File: src/rtl/bps_pkg.sv
// ----------------------------------------------------------------------------
// bps_pkg
// shared types and constants of the breadth-first path search block
// ----------------------------------------------------------------------------
`default_nettype none

package bps_pkg;

  localparam int unsigned VtxW  = 5;
  localparam int unsigned KindW = 2;

  typedef logic [VtxW-1:0] vtx_t;

  typedef enum logic [KindW-1:0] {
    KIND_ADD_VERTEX = 2'd0,
    KIND_ADD_EDGE   = 2'd1,
    KIND_SET_LOCK   = 2'd2,
    KIND_SEARCH     = 2'd3
  } kind_e;

  typedef enum logic [1:0] {
    EMIT_END   = 2'd0,
    EMIT_WALK  = 2'd1,
    EMIT_START = 2'd2
  } emit_sel_e;

  // controller to datapath
  typedef struct packed {
    logic      add_vertex;
    logic      set_lock;
    logic      deg_latch_a;
    logic      edge_wr_a;
    logic      edge_wr_b;
    logic      bfs_init;
    logic      q_read;
    logic      cur_load;
    logic      adj_read;
    logic      adj_visit;
    logic      set_found;
    logic      clr_found;
    logic      walk_load;
    logic      walk_step;
    logic      emit;
    emit_sel_e emit_sel;
  } cmd_t;

  // datapath to controller
  typedef struct packed {
    kind_e kind;
    logic  a_ok;
    logic  b_ok;
    logic  same_ab;
    logic  edge_ok;
    logic  q_empty;
    logic  cur_is_end;
    logic  adj_done;
    logic  walk_at_start;
    logic  out_free;
    logic  found;
  } sts_t;

endpackage

`default_nettype wire

File: src/rtl/bps_in_if.sv
// ----------------------------------------------------------------------------
// bps_in_if
// command channel: valid/ready handshake with one command word
// ----------------------------------------------------------------------------
`default_nettype none

interface bps_in_if;
  logic                            valid;
  logic                            ready;
  logic [bps_pkg::KindW-1:0]       kind;
  bps_pkg::vtx_t                   vertex_a;
  bps_pkg::vtx_t                   vertex_b;
  logic                            lock_value;

  modport source (output valid, kind, vertex_a, vertex_b, lock_value, input ready);
  modport sink   (input valid, kind, vertex_a, vertex_b, lock_value, output ready);
endinterface

`default_nettype wire

File: src/rtl/bps_out_if.sv
// ----------------------------------------------------------------------------
// bps_out_if
// path channel: valid/ready handshake with one path word
// ----------------------------------------------------------------------------
`default_nettype none

interface bps_out_if;
  logic          valid;
  logic          ready;
  bps_pkg::vtx_t path_vertex;
  logic          found;
  logic          last;

  modport source (output valid, path_vertex, found, last, input ready);
  modport sink   (input valid, path_vertex, found, last, output ready);
endinterface

`default_nettype wire

File: src/rtl/bps_datapath.sv
// ----------------------------------------------------------------------------
// bps_datapath
// graph storage, search queue, marks and the output word register
// ----------------------------------------------------------------------------
`default_nettype none

module bps_datapath #(
  parameter int unsigned MAX_VERTICES = 32,
  parameter int unsigned MAX_DEGREE   = 8
) (
  input  wire logic                          clk_i,
  input  wire logic                          rst_ni,
  input  wire logic                          take_i,
  input  wire logic [bps_pkg::KindW-1:0]     kind_i,
  input  wire bps_pkg::vtx_t                 vertex_a_i,
  input  wire bps_pkg::vtx_t                 vertex_b_i,
  input  wire logic                          lock_value_i,
  input  wire bps_pkg::cmd_t                 cmd_i,
  output bps_pkg::sts_t                      sts_o,
  input  wire logic                          out_ready_i,
  output logic                               out_valid_o,
  output bps_pkg::vtx_t                      out_vertex_o,
  output logic                               out_found_o,
  output logic                               out_last_o
);
  import bps_pkg::*;

  localparam int unsigned VIW      = (MAX_VERTICES > 1) ? $clog2(MAX_VERTICES) : 1;
  localparam int unsigned CW       = $clog2(MAX_VERTICES + 1);
  localparam int unsigned DW       = $clog2(MAX_DEGREE + 1);
  localparam int unsigned AdjDepth = MAX_VERTICES * MAX_DEGREE;
  localparam int unsigned AW       = (AdjDepth > 1) ? $clog2(AdjDepth) : 1;

  // latched command word
  kind_e  kind_q;
  vtx_t   a_q, b_q;
  logic   lv_q;

  logic [CW-1:0]           cnt_q;
  logic [DW-1:0]           degree_q [MAX_VERTICES];
  logic [MAX_VERTICES-1:0] locked_q, visited_q;
  vtx_t                    parent_q [MAX_VERTICES];
  vtx_t                    adj_mem  [AdjDepth];
  vtx_t                    q_mem    [MAX_VERTICES];
  vtx_t                    adj_rdata_q, q_rdata_q;
  logic [CW-1:0]           head_q, tail_q;
  vtx_t                    cur_q, walk_q;
  logic [DW-1:0]           dcur_q, j_q, deg_a_q;
  logic                    found_q;
  logic                    out_valid_q, out_found_q, out_last_q;
  vtx_t                    out_vertex_q;

  function automatic logic [AW-1:0] adj_addr(input vtx_t idx, input logic [DW-1:0] d);
    adj_addr = AW'(AW'(idx) * AW'(MAX_DEGREE)) + AW'(d);
  endfunction

  // degree read port
  logic [VIW-1:0] deg_idx;
  logic [DW-1:0]  deg_rd;
  always_comb begin
    if (cmd_i.cur_load) begin
      deg_idx = VIW'(q_rdata_q);
    end else if (cmd_i.deg_latch_a) begin
      deg_idx = VIW'(a_q);
    end else begin
      deg_idx = VIW'(b_q);
    end
  end
  assign deg_rd = degree_q[deg_idx];

  // neighbor test
  logic [VIW-1:0] nb_idx;
  logic           nb_take;
  assign nb_idx  = VIW'(adj_rdata_q);
  assign nb_take = !visited_q[nb_idx] && !locked_q[nb_idx];

  // parent read port
  vtx_t parent_rd;
  assign parent_rd = parent_q[cmd_i.walk_load ? VIW'(b_q) : VIW'(walk_q)];

  logic a_ok, b_ok, same_ab, edge_ok, out_free;
  assign a_ok    = 8'(a_q) < 8'(cnt_q);
  assign b_ok    = 8'(b_q) < 8'(cnt_q);
  assign same_ab = a_q == b_q;
  assign out_free = !out_valid_q || out_ready_i;
  always_comb begin
    if (same_ab) begin
      edge_ok = a_ok && (7'(deg_a_q) + 7'd2 <= 7'(MAX_DEGREE));
    end else begin
      edge_ok = a_ok && b_ok && (7'(deg_a_q) < 7'(MAX_DEGREE)) &&
                (7'(deg_rd) < 7'(MAX_DEGREE));
    end
  end

  always_comb begin
    sts_o.kind          = kind_q;
    sts_o.a_ok          = a_ok;
    sts_o.b_ok          = b_ok;
    sts_o.same_ab       = same_ab;
    sts_o.edge_ok       = edge_ok;
    sts_o.q_empty       = head_q == tail_q;
    sts_o.cur_is_end    = q_rdata_q == b_q;
    sts_o.adj_done      = j_q == dcur_q;
    sts_o.walk_at_start = walk_q == a_q;
    sts_o.out_free      = out_free;
    sts_o.found         = found_q;
  end

  // command word latch
  always_ff @(posedge clk_i) begin
    if (take_i) begin
      kind_q <= kind_e'(kind_i);
      a_q    <= vertex_a_i;
      b_q    <= vertex_b_i;
      lv_q   <= lock_value_i;
    end
  end

  // control state: counts, degrees, locks, marks, pointers, output valid
  always_ff @(posedge clk_i or negedge rst_ni) begin
    if (!rst_ni) begin
      cnt_q       <= '0;
      locked_q    <= '0;
      visited_q   <= '0;
      head_q      <= '0;
      tail_q      <= '0;
      found_q     <= 1'b0;
      out_valid_q <= 1'b0;
      for (int i = 0; i < MAX_VERTICES; i++) begin
        degree_q[i] <= '0;
      end
    end else begin
      if (cmd_i.add_vertex && (cnt_q != CW'(MAX_VERTICES))) begin
        degree_q[VIW'(cnt_q)] <= '0;
        locked_q[VIW'(cnt_q)] <= 1'b0;
        cnt_q                 <= cnt_q + 1'b1;
      end
      if (cmd_i.set_lock && (8'(a_q) < 8'(MAX_VERTICES))) begin
        locked_q[VIW'(a_q)] <= lv_q;
      end
      if (cmd_i.edge_wr_a) begin
        degree_q[VIW'(a_q)] <= deg_a_q + 1'b1;
      end
      if (cmd_i.edge_wr_b) begin
        degree_q[VIW'(b_q)] <= deg_rd + 1'b1;
      end
      if (cmd_i.bfs_init) begin
        visited_q            <= '0;
        visited_q[VIW'(a_q)] <= 1'b1;
        head_q               <= '0;
        tail_q               <= CW'(1);
      end
      if (cmd_i.q_read) begin
        head_q <= head_q + 1'b1;
      end
      if (cmd_i.adj_visit && nb_take) begin
        visited_q[nb_idx] <= 1'b1;
        if (tail_q != CW'(MAX_VERTICES)) begin
          tail_q <= tail_q + 1'b1;
        end
      end
      if (cmd_i.set_found) begin
        found_q <= 1'b1;
      end else if (cmd_i.clr_found) begin
        found_q <= 1'b0;
      end
      if (cmd_i.emit) begin
        out_valid_q <= 1'b1;
      end else if (out_ready_i) begin
        out_valid_q <= 1'b0;
      end
    end
  end

  // adjacency memory: one write or one registered read per cycle
  always_ff @(posedge clk_i) begin
    if (cmd_i.edge_wr_a) begin
      adj_mem[adj_addr(a_q, deg_a_q)] <= b_q;
    end else if (cmd_i.edge_wr_b) begin
      adj_mem[adj_addr(b_q, deg_rd)] <= a_q;
    end
    if (cmd_i.adj_read) begin
      adj_rdata_q <= adj_mem[adj_addr(cur_q, j_q)];
    end
  end

  // search queue memory
  always_ff @(posedge clk_i) begin
    if (cmd_i.bfs_init) begin
      q_mem[0] <= a_q;
    end else if (cmd_i.adj_visit && nb_take && (tail_q != CW'(MAX_VERTICES))) begin
      q_mem[VIW'(tail_q)] <= adj_rdata_q;
    end
    if (cmd_i.q_read) begin
      q_rdata_q <= q_mem[VIW'(head_q)];
    end
  end

  // payload registers
  always_ff @(posedge clk_i) begin
    if (cmd_i.deg_latch_a) begin
      deg_a_q <= deg_rd;
    end
    if (cmd_i.cur_load) begin
      cur_q  <= q_rdata_q;
      dcur_q <= deg_rd;
      j_q    <= '0;
    end else if (cmd_i.adj_read) begin
      j_q <= j_q + 1'b1;
    end
    if (cmd_i.adj_visit && nb_take) begin
      parent_q[nb_idx] <= cur_q;
    end
    if (cmd_i.walk_load || cmd_i.walk_step) begin
      walk_q <= parent_rd;
    end
    if (cmd_i.emit) begin
      case (cmd_i.emit_sel)
        EMIT_END: begin
          out_vertex_q <= b_q;
          out_found_q  <= found_q;
          out_last_q   <= 1'b0;
        end
        EMIT_WALK: begin
          out_vertex_q <= walk_q;
          out_found_q  <= 1'b1;
          out_last_q   <= 1'b0;
        end
        default: begin
          out_vertex_q <= a_q;
          out_found_q  <= found_q;
          out_last_q   <= 1'b1;
        end
      endcase
    end
  end

  assign out_valid_o  = out_valid_q;
  assign out_vertex_o = out_vertex_q;
  assign out_found_o  = out_found_q;
  assign out_last_o   = out_last_q;

endmodule

`default_nettype wire

File: src/rtl/bps_controller.sv
// ----------------------------------------------------------------------------
// bps_controller
// sequencer for graph updates, the breadth-first walk and path emission
// ----------------------------------------------------------------------------
`default_nettype none

module bps_controller (
  input  wire logic          clk_i,
  input  wire logic          rst_ni,
  input  wire logic          in_valid_i,
  output logic               in_ready_o,
  input  wire bps_pkg::sts_t sts_i,
  output bps_pkg::cmd_t      cmd_o
);
  import bps_pkg::*;

  typedef enum logic [11:0] {
    S_IDLE     = 12'b000000000001,
    S_DISPATCH = 12'b000000000010,
    S_EDGE_B   = 12'b000000000100,
    S_EDGE_WA  = 12'b000000001000,
    S_EDGE_WB  = 12'b000000010000,
    S_POP      = 12'b000000100000,
    S_CUR      = 12'b000001000000,
    S_ADJ_RD   = 12'b000010000000,
    S_ADJ_CHK  = 12'b000100000000,
    S_EM_END   = 12'b001000000000,
    S_WALK     = 12'b010000000000,
    S_EM_START = 12'b100000000000
  } state_e;

  state_e state_q, state_d;

  always_ff @(posedge clk_i or negedge rst_ni) begin
    if (!rst_ni) begin
      state_q <= S_IDLE;
    end else begin
      state_q <= state_d;
    end
  end

  assign in_ready_o = state_q == S_IDLE;

  always_comb begin
    state_d = state_q;
    cmd_o   = '0;
    unique case (state_q)
      S_IDLE: begin
        if (in_valid_i) begin
          state_d = S_DISPATCH;
        end
      end
      S_DISPATCH: begin
        unique case (sts_i.kind)
          KIND_ADD_VERTEX: begin
            cmd_o.add_vertex = 1'b1;
            state_d          = S_IDLE;
          end
          KIND_SET_LOCK: begin
            cmd_o.set_lock = 1'b1;
            state_d        = S_IDLE;
          end
          KIND_ADD_EDGE: begin
            cmd_o.deg_latch_a = 1'b1;
            state_d           = S_EDGE_B;
          end
          default: begin
            if (!(sts_i.a_ok && sts_i.b_ok)) begin
              cmd_o.clr_found = 1'b1;
              state_d         = S_EM_END;
            end else if (sts_i.same_ab) begin
              cmd_o.set_found = 1'b1;
              state_d         = S_EM_END;
            end else begin
              cmd_o.bfs_init = 1'b1;
              state_d        = S_POP;
            end
          end
        endcase
      end
      S_EDGE_B: begin
        state_d = sts_i.edge_ok ? S_EDGE_WA : S_IDLE;
      end
      S_EDGE_WA: begin
        cmd_o.edge_wr_a = 1'b1;
        state_d         = S_EDGE_WB;
      end
      S_EDGE_WB: begin
        cmd_o.edge_wr_b = 1'b1;
        state_d         = S_IDLE;
      end
      S_POP: begin
        if (sts_i.q_empty) begin
          cmd_o.clr_found = 1'b1;
          state_d         = S_EM_END;
        end else begin
          cmd_o.q_read = 1'b1;
          state_d      = S_CUR;
        end
      end
      S_CUR: begin
        if (sts_i.cur_is_end) begin
          cmd_o.set_found = 1'b1;
          state_d         = S_EM_END;
        end else begin
          cmd_o.cur_load = 1'b1;
          state_d        = S_ADJ_RD;
        end
      end
      S_ADJ_RD: begin
        if (sts_i.adj_done) begin
          state_d = S_POP;
        end else begin
          cmd_o.adj_read = 1'b1;
          state_d        = S_ADJ_CHK;
        end
      end
      S_ADJ_CHK: begin
        cmd_o.adj_visit = 1'b1;
        state_d         = S_ADJ_RD;
      end
      S_EM_END: begin
        if (sts_i.out_free) begin
          cmd_o.emit     = 1'b1;
          cmd_o.emit_sel = EMIT_END;
          if (sts_i.found && !sts_i.same_ab) begin
            cmd_o.walk_load = 1'b1;
            state_d         = S_WALK;
          end else begin
            state_d = S_EM_START;
          end
        end
      end
      S_WALK: begin
        if (sts_i.walk_at_start) begin
          state_d = S_EM_START;
        end else if (sts_i.out_free) begin
          cmd_o.emit      = 1'b1;
          cmd_o.emit_sel  = EMIT_WALK;
          cmd_o.walk_step = 1'b1;
        end
      end
      S_EM_START: begin
        if (sts_i.out_free) begin
          cmd_o.emit     = 1'b1;
          cmd_o.emit_sel = EMIT_START;
          state_d        = S_IDLE;
        end
      end
      default: begin
        state_d = S_IDLE;
      end
    endcase
  end

endmodule

`default_nettype wire

File: src/rtl/bfs_path_search_core.sv
// ----------------------------------------------------------------------------
// bfs_path_search_core
// breadth-first shortest path search over a small undirected graph
// ----------------------------------------------------------------------------
// Takes one command word at a time: add vertex, add edge, set lock or search.
// Add vertex and set lock end in the dispatch state, add edge goes on through
// a degree check and two memory writes. A search seeds the queue, pops and
// loads each vertex, reads and checks each adjacency entry, then loads the path
// words as the output register frees up; the walk is bound by the single-port
// adjacency and queue memories, both read through a register. The block takes a
// new command as soon as the last path word sits in the output register. Visited
// marks are cleared at the start of each search walk; no clearing pass follows reset.
`default_nettype none

module bfs_path_search_core #(
  parameter int unsigned MAX_VERTICES = 32,
  parameter int unsigned MAX_DEGREE   = 8
) (
  input wire logic  clk_i,
  input wire logic  rst_ni,
  bps_in_if.sink    in_i,
  bps_out_if.source out_o
);
  import bps_pkg::*;

  cmd_t cmd;
  sts_t sts;
  logic in_ready;
  logic take;

  // a command word is taken when the sequencer is idle
  assign in_i.ready = in_ready;
  assign take       = in_i.valid && in_ready;

  // sequencer: walks each command through its steps
  bps_controller u_ctrl (
    .clk_i      (clk_i),
    .rst_ni     (rst_ni),
    .in_valid_i (in_i.valid),
    .in_ready_o (in_ready),
    .sts_i      (sts),
    .cmd_o      (cmd)
  );

  // storage, queue, marks and the output word register
  bps_datapath #(
    .MAX_VERTICES (MAX_VERTICES),
    .MAX_DEGREE   (MAX_DEGREE)
  ) u_dp (
    .clk_i        (clk_i),
    .rst_ni       (rst_ni),
    .take_i       (take),
    .kind_i       (in_i.kind),
    .vertex_a_i   (in_i.vertex_a),
    .vertex_b_i   (in_i.vertex_b),
    .lock_value_i (in_i.lock_value),
    .cmd_i        (cmd),
    .sts_o        (sts),
    .out_ready_i  (out_o.ready),
    .out_valid_o  (out_o.valid),
    .out_vertex_o (out_o.path_vertex),
    .out_found_o  (out_o.found),
    .out_last_o   (out_o.last)
  );

`ifndef SYNTHESIS
  // a path word is only loaded when the output register can take it
  a_emit_free: assert property (@(posedge clk_i) disable iff (!rst_ni)
    cmd.emit |-> sts.out_free)
    else $error("path word loaded over a pending word");

  // the queue is never read past its tail
  a_pop_nonempty: assert property (@(posedge clk_i) disable iff (!rst_ni)
    cmd.q_read |-> !sts.q_empty)
    else $error("queue read while empty");

  // the two halves of an edge are written in back-to-back cycles
  a_edge_pair: assert property (@(posedge clk_i) disable iff (!rst_ni)
    cmd.edge_wr_a |=> cmd.edge_wr_b)
    else $error("edge written in one direction only");
`endif

endmodule

`default_nettype wire

File: src/flat_wrapper.sv
// flat-port wrapper written by rule: the top's interface ports become plain ports
module bfs_path_search_core_flat import bps_pkg::*;
#(
  parameter int unsigned MAX_VERTICES = 32,
  parameter int unsigned MAX_DEGREE   = 8
)
  (clk_i, rst_ni, in_i_valid, in_i_kind, in_i_vertex_a, in_i_vertex_b, in_i_lock_value, in_i_ready, out_o_valid, out_o_path_vertex, out_o_found, out_o_last, out_o_ready);
  bps_in_if in_i_i ();
  bps_out_if out_o_i ();
  input wire logic clk_i;
  input wire logic rst_ni;
  input wire logic [$bits(in_i_i.valid)-1:0] in_i_valid;
  input wire logic [$bits(in_i_i.kind)-1:0] in_i_kind;
  input wire logic [$bits(in_i_i.vertex_a)-1:0] in_i_vertex_a;
  input wire logic [$bits(in_i_i.vertex_b)-1:0] in_i_vertex_b;
  input wire logic [$bits(in_i_i.lock_value)-1:0] in_i_lock_value;
  output wire logic [$bits(in_i_i.ready)-1:0] in_i_ready;
  output wire logic [$bits(out_o_i.valid)-1:0] out_o_valid;
  output wire logic [$bits(out_o_i.path_vertex)-1:0] out_o_path_vertex;
  output wire logic [$bits(out_o_i.found)-1:0] out_o_found;
  output wire logic [$bits(out_o_i.last)-1:0] out_o_last;
  input wire logic [$bits(out_o_i.ready)-1:0] out_o_ready;
  assign in_i_i.valid = in_i_valid;
  assign in_i_i.kind = in_i_kind;
  assign in_i_i.vertex_a = in_i_vertex_a;
  assign in_i_i.vertex_b = in_i_vertex_b;
  assign in_i_i.lock_value = in_i_lock_value;
  assign in_i_ready = in_i_i.ready;
  assign out_o_valid = out_o_i.valid;
  assign out_o_path_vertex = out_o_i.path_vertex;
  assign out_o_found = out_o_i.found;
  assign out_o_last = out_o_i.last;
  assign out_o_i.ready = out_o_ready;
  bfs_path_search_core #(.MAX_VERTICES(MAX_VERTICES), .MAX_DEGREE(MAX_DEGREE)) u_core (.clk_i(clk_i), .rst_ni(rst_ni), .in_i(in_i_i), .out_o(out_o_i));
endmodule
File: config.mk
export PLATFORM = sky130hd
export DESIGN_NAME = bfs_path_search_core_flat
export DESIGN_NICKNAME = d
export VERILOG_FILES = /design/src/rtl/bps_pkg.sv /design/src/rtl/bps_in_if.sv /design/src/rtl/bps_out_if.sv /design/src/rtl/bps_datapath.sv /design/src/rtl/bps_controller.sv /design/src/rtl/bfs_path_search_core.sv /design/src/flat_wrapper.sv
export SDC_FILE = /design/constraint.sdc
export NUM_CORES = 2
export LEC_CHECK = 0
export BUFFER_PORTS_ARGS = -buffer_cell sky130_fd_sc_hd__buf_2
export CORE_UTILIZATION = 50
export DETAILED_ROUTE_END_ITERATION = 8
export PLACE_DENSITY = 0.72
export REMOVE_ABC_BUFFERS = 1
export SYNTH_ARGS = -nofsm -noshare
export SYNTH_HDL_FRONTEND = slang
export SYNTH_SLANG_ARGS = --single-unit
File: constraint.sdc
create_clock -name clk_i -period 6.3 [get_ports clk_i]
set_input_delay 0.315 -clock clk_i [delete_from_list [all_inputs] [get_ports clk_i]]
set_output_delay 0.315 -clock clk_i [all_outputs]
set_load 0.02 [all_outputs]
Word-level counts from Yosys, hierarchy flattened

Memories as Yosys holds them, arrays and structs flattened. A register that Yosys moved wholly into a read port is not among the register bits.
Index checks and enable logic that the tools add are counted.

Register bits: 261
Latch bits: 0
RAM bits: 1600
ROM bits: 0
Input bits: 17
Output and inout port bits: 9
Memories kept: 3

Add/sub/neg operators: 10
Multiply operators: 0
Div/mod/pow operators: 0
$lt $le $gt $ge: 18
Equality and inequality tests: 26
Shift operators: 0
Mux-type cells: 109
Bitwise gates (word level): 9
Reduce and logical (&&, ||, !) cells: 33

Memory list:

| name                 | depth | bits a word | rd ports | clocked after memory_dff | write ports | line               | RTL |
|---|---|---|---|---|---|---|---|
| u_core.u_dp.adj_mem  | 256   | 5           | 1        | 1                        | 1           | bps_datapath.sv:43 | `vtx_t adj_mem [AdjDepth];` |
| u_core.u_dp.parent_q | 32    | 5           | 1        | 1                        | 1           | bps_datapath.sv:42 | `vtx_t parent_q [MAX_VERTICES];` |
| u_core.u_dp.q_mem    | 32    | 5           | 1        | 1                        | 1           | bps_datapath.sv:44 | `vtx_t q_mem [MAX_VERTICES];` |

Operators with widths:

| operator                                                  | count |
|---|---|
| 2-to-1 mux 128 bit                                        | 3 |
| bitwise mux 128 bit                                       | 2 |
| case mux 12 bit (11 select lines)                         | 1 |
| AND 128 bit                                               | 1 |
| 2-to-1 mux 32 bit                                         | 4 |
| inverter 128 bit                                          | 1 |
| 2-to-1 mux 12 bit                                         | 6 |
| demux 4 bit (select 5 bit)                                | 3 |
| 2-to-1 mux 1 bit                                          | 50 |
| AND 32 bit                                                | 1 |
| bitwise mux 32 bit                                        | 1 |
| 2-to-1 mux 4 bit                                          | 8 |
| inverter 32 bit                                           | 1 |
| OR 32 bit                                                 | 1 |
| 2-to-1 mux 10 bit                                         | 3 |
| 2-to-1 mux 5 bit                                          | 6 |
| 2-to-1 mux 6 bit                                          | 5 |
| adder 8 x 4 -> 8 bit                                      | 3 |
| greater-or-equal comparator 6 bit (second input constant) | 4 |
| inverter 5 -> 6 bit                                       | 4 |
| case mux 12 bit (2 select lines)                          | 1 |
| binary-select mux 4 bit (select 5 bit)                    | 1 |
| adder 6 x 1 -> 6 bit (second input constant)              | 3 |
| < comparator 5 x 6 -> 1 bit (second input constant)       | 3 |
| 45 further kinds                                          | 89 |

Depth between registers and ports, before layout

Depth in word-level cells: 14
Mapped depth: 21

Modules after synthesis

A second synthesis with hierarchy kept.

Cell total of the unflattened synthesis: 4497
Area total of the unflattened synthesis: 78624.2 um^2

Modules (own cells, without submodules):

| module               | instances | cells each | area an instance (um^2) |
|---|---|---|---|
| bps_datapath         | 1         | 4371       | 77519.3 |
| bps_controller       | 1         | 125        | 1098.6 |
| bfs_path_search_core | 1         | 1          | 6.3 |

Least setup slack after synthesis

OpenSTA, ideal clock, no wires.

Kind: register to register
Start point: register u_core.u_ctrl.state_q[1]
End point: memory u_core.u_dp.adj_mem[0][4] in the netlist's numbering, data pin
Arrival: 5.076 ns
Required time: 5.478 ns
Path slack: 0.402 ns
Stages on the path, launching flop included: 8
Clock period less this slack: 5.898 ns
Path through: dfrtp_1 -> or4_1 -> nor2_1 -> and3_1 -> clkbuf_1 -> clkbuf_1 -> nand2_1 -> nand2_1

Word-level cells in the longest chain between the ends: 7
Elaborated cells on any way between the ends: 9
Those cells by class: eq/ne (2); mux (6); reduce/logical (1)

Ends and longest elaborated chain:

| what                                       | line                 | RTL |
|---|---|---|
| start, declared                            | bps_controller.sv:32 | `state_e state_q, state_d;` |
| start signal, assigned                     | bps_controller.sv:38 | `state_q <= state_d;` |
| == test 12 x 5 -> 1 bit                    | bps_controller.sv:47 | `unique case (state_q)` |
| 2-to-1 mux 1 bit                           | bps_controller.sv:47 |  |
| 2-to-1 mux 1 bit                           | bps_datapath.sv:179  | `end else if (cmd_i.edge_wr_b) begin` |
| 2-to-1 mux 1 bit (*)                       | bps_datapath.sv:177  | `if (cmd_i.edge_wr_a) begin` |
| 2-to-1 mux 1 bit (not written as such) (*) | bps_datapath.sv:180  | `adj_mem[adj_addr(b_q, deg_rd)] <= a_q;` |
| OR reduction 5 bit (no source line) (*)    | --                   |  |
| 2-to-1 mux 5 bit (no source line) (*)      | --                   |  |
| end, declared                              | bps_datapath.sv:43   |  |

Every way passes the cells marked *; elsewhere a longest branch is shown, timed or not.

Worst setup path after layout

Start point: register u_core.u_ctrl.state_q[9]
End point: memory u_core.u_dp.adj_mem[150][0] in the netlist's numbering (enable)

Word-level cells in the longest chain between the ends: 10
Elaborated cells on any way between the ends: 23
Those cells by class: add/sub (1); eq/ne (4); mux (16); bitwise (1); reduce/logical (1)

Ends and longest elaborated chain:

| what                                                     | line                 | RTL |
|---|---|---|
| == test 12 x 2 -> 1 bit                                  | bps_controller.sv:47 |  |
| 2-to-1 mux 3 bit                                         | bps_controller.sv:47 |  |
| 2-to-1 mux 5 bit                                         | bps_datapath.sv:63   | `end else if (cmd_i.deg_latch_a) begin` |
| 2-to-1 mux 5 bit (*)                                     | bps_datapath.sv:61   | `if (cmd_i.cur_load) begin` |
| inverter 5 -> 6 bit (not written as such) (*)            | bps_datapath.sv:69   | `assign deg_rd = degree_q[deg_idx];` |
| binary-select mux 4 bit (select 5 bit) (*)               | bps_datapath.sv:69   |  |
| 2-to-1 mux 4 bit (not written as such) (*) (2 in series) | bps_datapath.sv:69   |  |
| named net u_core.u_dp.deg_rd[3]                          | bps_datapath.sv:59   | `logic [DW-1:0] deg_rd;` |
| adder 8 x 4 -> 8 bit (*)                                 | bps_datapath.sv:54   | `adj_addr = AW'(AW'(idx) * AW'(MAX_DEGREE)) + AW'(d);` |
| 2-to-1 mux 8 bit (no source line) (*)                    | --                   |  |

The timed path passes the listed nets; every way through them passes the cells marked *. The select of a mux whose other input is x is not followed.

==> qor.yml <==
synth:
  syn_avg_cell_area_um2: 16.3
  yosys-top-cells-area: "edfxtp_1, mux4_2, dfrtp_1"
  yosysTopAreaCell: "edfxtp_1"
  synth_seq_cells: 1876
  netlist-cell-type-count: 89
  synth_ff_type: "edfxtp_1"
  netlist.area_leader.share: 0.626
  synthCells: 4856
  synth.yosys.seq_area_share: 0.697
  synth_edf_count: 1648
  synthArstFlopShare: 0.119
  syn_area_um2: 79100
  yosys_warnings: 0
  synth_most_common_cell: "edfxtp_1"
  synth_common_cells: "edfxtp_1, mux4_2, nor2_1"
drt:
  ant_nets: 0
  detail_route.wl_per_cell_um: 28.3
  drc: 0
  drt_first_pass_iters: 5
  first_iter_violations: 5578
  vias: 46200
  routed_wl_um: 201000
  vias_per_cell: 6.50
cells_and_area:
  drive_above_1_share: 0.209
  finalNetCount: 4937
  fillers: 11700
  syn2layout_area_growth_pct: 11.9
sta:
  drv_slew: 0
  setup_viol: 0
  clock.fmax_mhz: 165
  tightest_slew_ns: 1.22
  rsz0062_at_grt: "no"
  skew_ns: 0.0508
  hold_viol: 0
  setup_tns_ns: 0
  fin_crit_sh: 0.959
  maxSlewHeadroom: 0.184
  fin_crit_ns: 6.04
global_routing:
  gr-total-overflow: 0
  grt_pass1_vias: 45500
  grtUsageMet2: 0.404
  grtUsageMet1: 0.351
  grt_pass1_wl_um: 299000
  busiest_layer: "met2"
  grt_max_degree: 148
  antenna_found_initial: 6
  met3_usage: 0.0514
  grt_usage: 0.253
placed_design:
  numPortBuffers: 25
  dp_hpwl_um: 123000
  gp_congestion: 0.932
status:
  status: "finished, final reports clean"
clock_network:
  clk_pin_slew_ns: 0.06
  htreeDepth: 4
  cts_tree: "done"
  cts_buffers: 180
  clkLatencyLatePin_ns: 0.84
  clockBufferDepth: 3
  cts-root-buf: "clkbuf_16"
  cts_num_sinks: 1876
power:
  ir_drop_v: 0.000357
  p_total_w: 0.0275
  p_leak_nw: 28.5
  powerDensity_nw_per_um2: 310
setup_path:
  critPathMaxFanout: 15
  r2r_cells: 18
  worstPathArrival_ns: 6.49
  critPathCaptureType: "flip-flop"
  worstSetupPathType: "flip-flop to flip-flop"
  cp.required_ns: 6.75
  worstSetupStartpointType: "flip-flop"
min_path:
  hold_path_class: "input port to asynchronous set/reset pin"
floorplanning:
  die_h_um: 400
  rows: 145
  die_w_um: 400
  core-area_um2: 157000
  ios: 26
  initial_core_util: 0.505
  dieArea_um2: 160000
flow_run:
  cap_violations: 0
==> power by group <==
part	switching (W)	leakage (nW)	total [W]	internal [W]
sequential	0.000130	18.0	0.0142	0.0141
clock	0.00467	2.84	0.0107	0.00607
combinational	0.00195	7.75	0.00249	0.000543
==> stage by stage <==
step / std cells / instance area (µm²) / hold slack, ns / setup slack, ns / utilization
detailed placement: 6752 / 82100 / 0.374 / 0.176 / 0.524
CTS: 7095 / 88100 / 0.0847 / 0.123 / 0.563
global placement: 6752 / 82100 / 0.370 / 0.327 / 0.524
finish: 7098 / 88500 / 0.104 / 0.256 / 0.566
global route: 7097 / 88500 / 0.147 / 0.000740 / 0.565
floorplan: 4537 / 77800 / 0.0194 / -9.13 / -
==> critical path, cell delays in order, from the launching register on <==
cell	delay, ns
dfrtp_1	0.47
nor4_4	0.41
nand4_1	0.24
a21oi_4	0.40
buf_4	0.25
mux2i_4	0.54
a21oi_1	0.09
a22o_1	0.27
a2bb2oi_1	0.15
nand4bb_1	0.26
ha_1	0.28
ha_1	0.22
nand3_1	0.11
xor2_1	0.18
o21ai_1	0.37
nor2b_1	0.19
buf_4	0.17
nand2_1	0.35
nor3_1	0.68
==> worst paths after layout <==
| kind | from | end | slack [ns] |
|---|---|---|---|
| max | u_core.u_ctrl.state_q[9] | u_core.u_dp.adj_mem[150][0] | 0.26 |
| min | rst_ni | u_core.u_dp.visited_q[14] | 0.10 |
| max reg2reg | u_core.u_ctrl.state_q[9] | u_core.u_dp.adj_mem[150][0] | 0.26 |
| min reg2reg | u_core.u_dp.head_q[5] | u_core.u_dp.head_q[5] | 0.52 |
| max in group asynchronous | rst_ni | u_core.u_dp.degree_q[48] | 4.75 |
| min in group clk_i | in_i_vertex_a[3] | u_core.u_dp.a_q[3] | 0.21 |
==> layer usage <==
layer / wire length, µm / share of wire / vias to the layer above
met5: 37 / 0.00018 / -
met1: 77400 / 0.39 / 23700
met3: 20300 / 0.10 / 448
met2: 96400 / 0.48 / 2730
met4: 6430 / 0.032 / 4
li1: - / - / 19300
==> registers in the layout (all words and copies together) (netlist names), 6 cells and up <==
name	count
u_core.u_dp.locked_q	32
u_core.u_ctrl.state_q	12
u_core.u_dp.degree_q	128
u_core.u_dp.adj_mem	1280
u_core.u_dp.q_mem	160
u_core.u_dp.head_q	6
u_core.u_dp.tail_q	6
u_core.u_dp.visited_q	32
u_core.u_dp.parent_q	160
u_core.u_dp.cnt_q	6
==> cells by family (layout without fill, tap and decap cells) <==
family / Yosys count / count (layout) / share of synthesized area
xor gates and xnor gates: 50 / 50 / 0.00563
buffers and inverters: 343 / 526 / 0.0177
and+or+nand+nor: 1336 / 1336 / 0.0784
adders and majority gates: 26 / 26 / 0.00411
AOI/OAI and AO/OA: 698 / 698 / 0.0542
DFF: 1876 / 1876 / 0.697
muxes: 527 / 527 / 0.143
other: 0 / 1 / 0
==> cell type report <==
| class | count | area [µm²] | area share |
|---|---|---|---|
| diodes | 1 | 2.50 | 0.0000283 |
| clock buffers | 225 | 4790 | 0.0541 |
| clock inverters | 102 | 1060 | 0.0120 |
| inverters | 24 | 90.1 | 0.00102 |
| multi-input cells | 2637 | 23200 | 0.262 |
| flip-flops and latches | 1876 | 55200 | 0.623 |
| well taps | 2058 | 2570 | 0.0291 |
| repair buffers | 175 | 1660 | 0.0188 |
==> layout by cell type, fill, tap and decap left out, drive strengths merged, types with 25 or more instances in the layout <==
cell type and instances:
dfrtp 223, clkinv 70, o21ai 197, edfxtp 1648, nor2 410, xnor2 25, and2 50, a21oi 220
mux4 477, xor2 25, ha 26, nand2 382, nor3 144, a211oi 153, clkbuf 225, and3 138
inv 30, nand3 101, buf 159, mux2i 28
==> what timing repair did <==
action                                  4_1_cts  5_1_grt
gates resized for setup                       0       86
hold endpoints to repair                    106        0
buffers inserted                              0        2
endpoints found under the setup margin        0      680
hold buffers                                 16        0
Note: power is estimated with default switching activity, not from simulation.
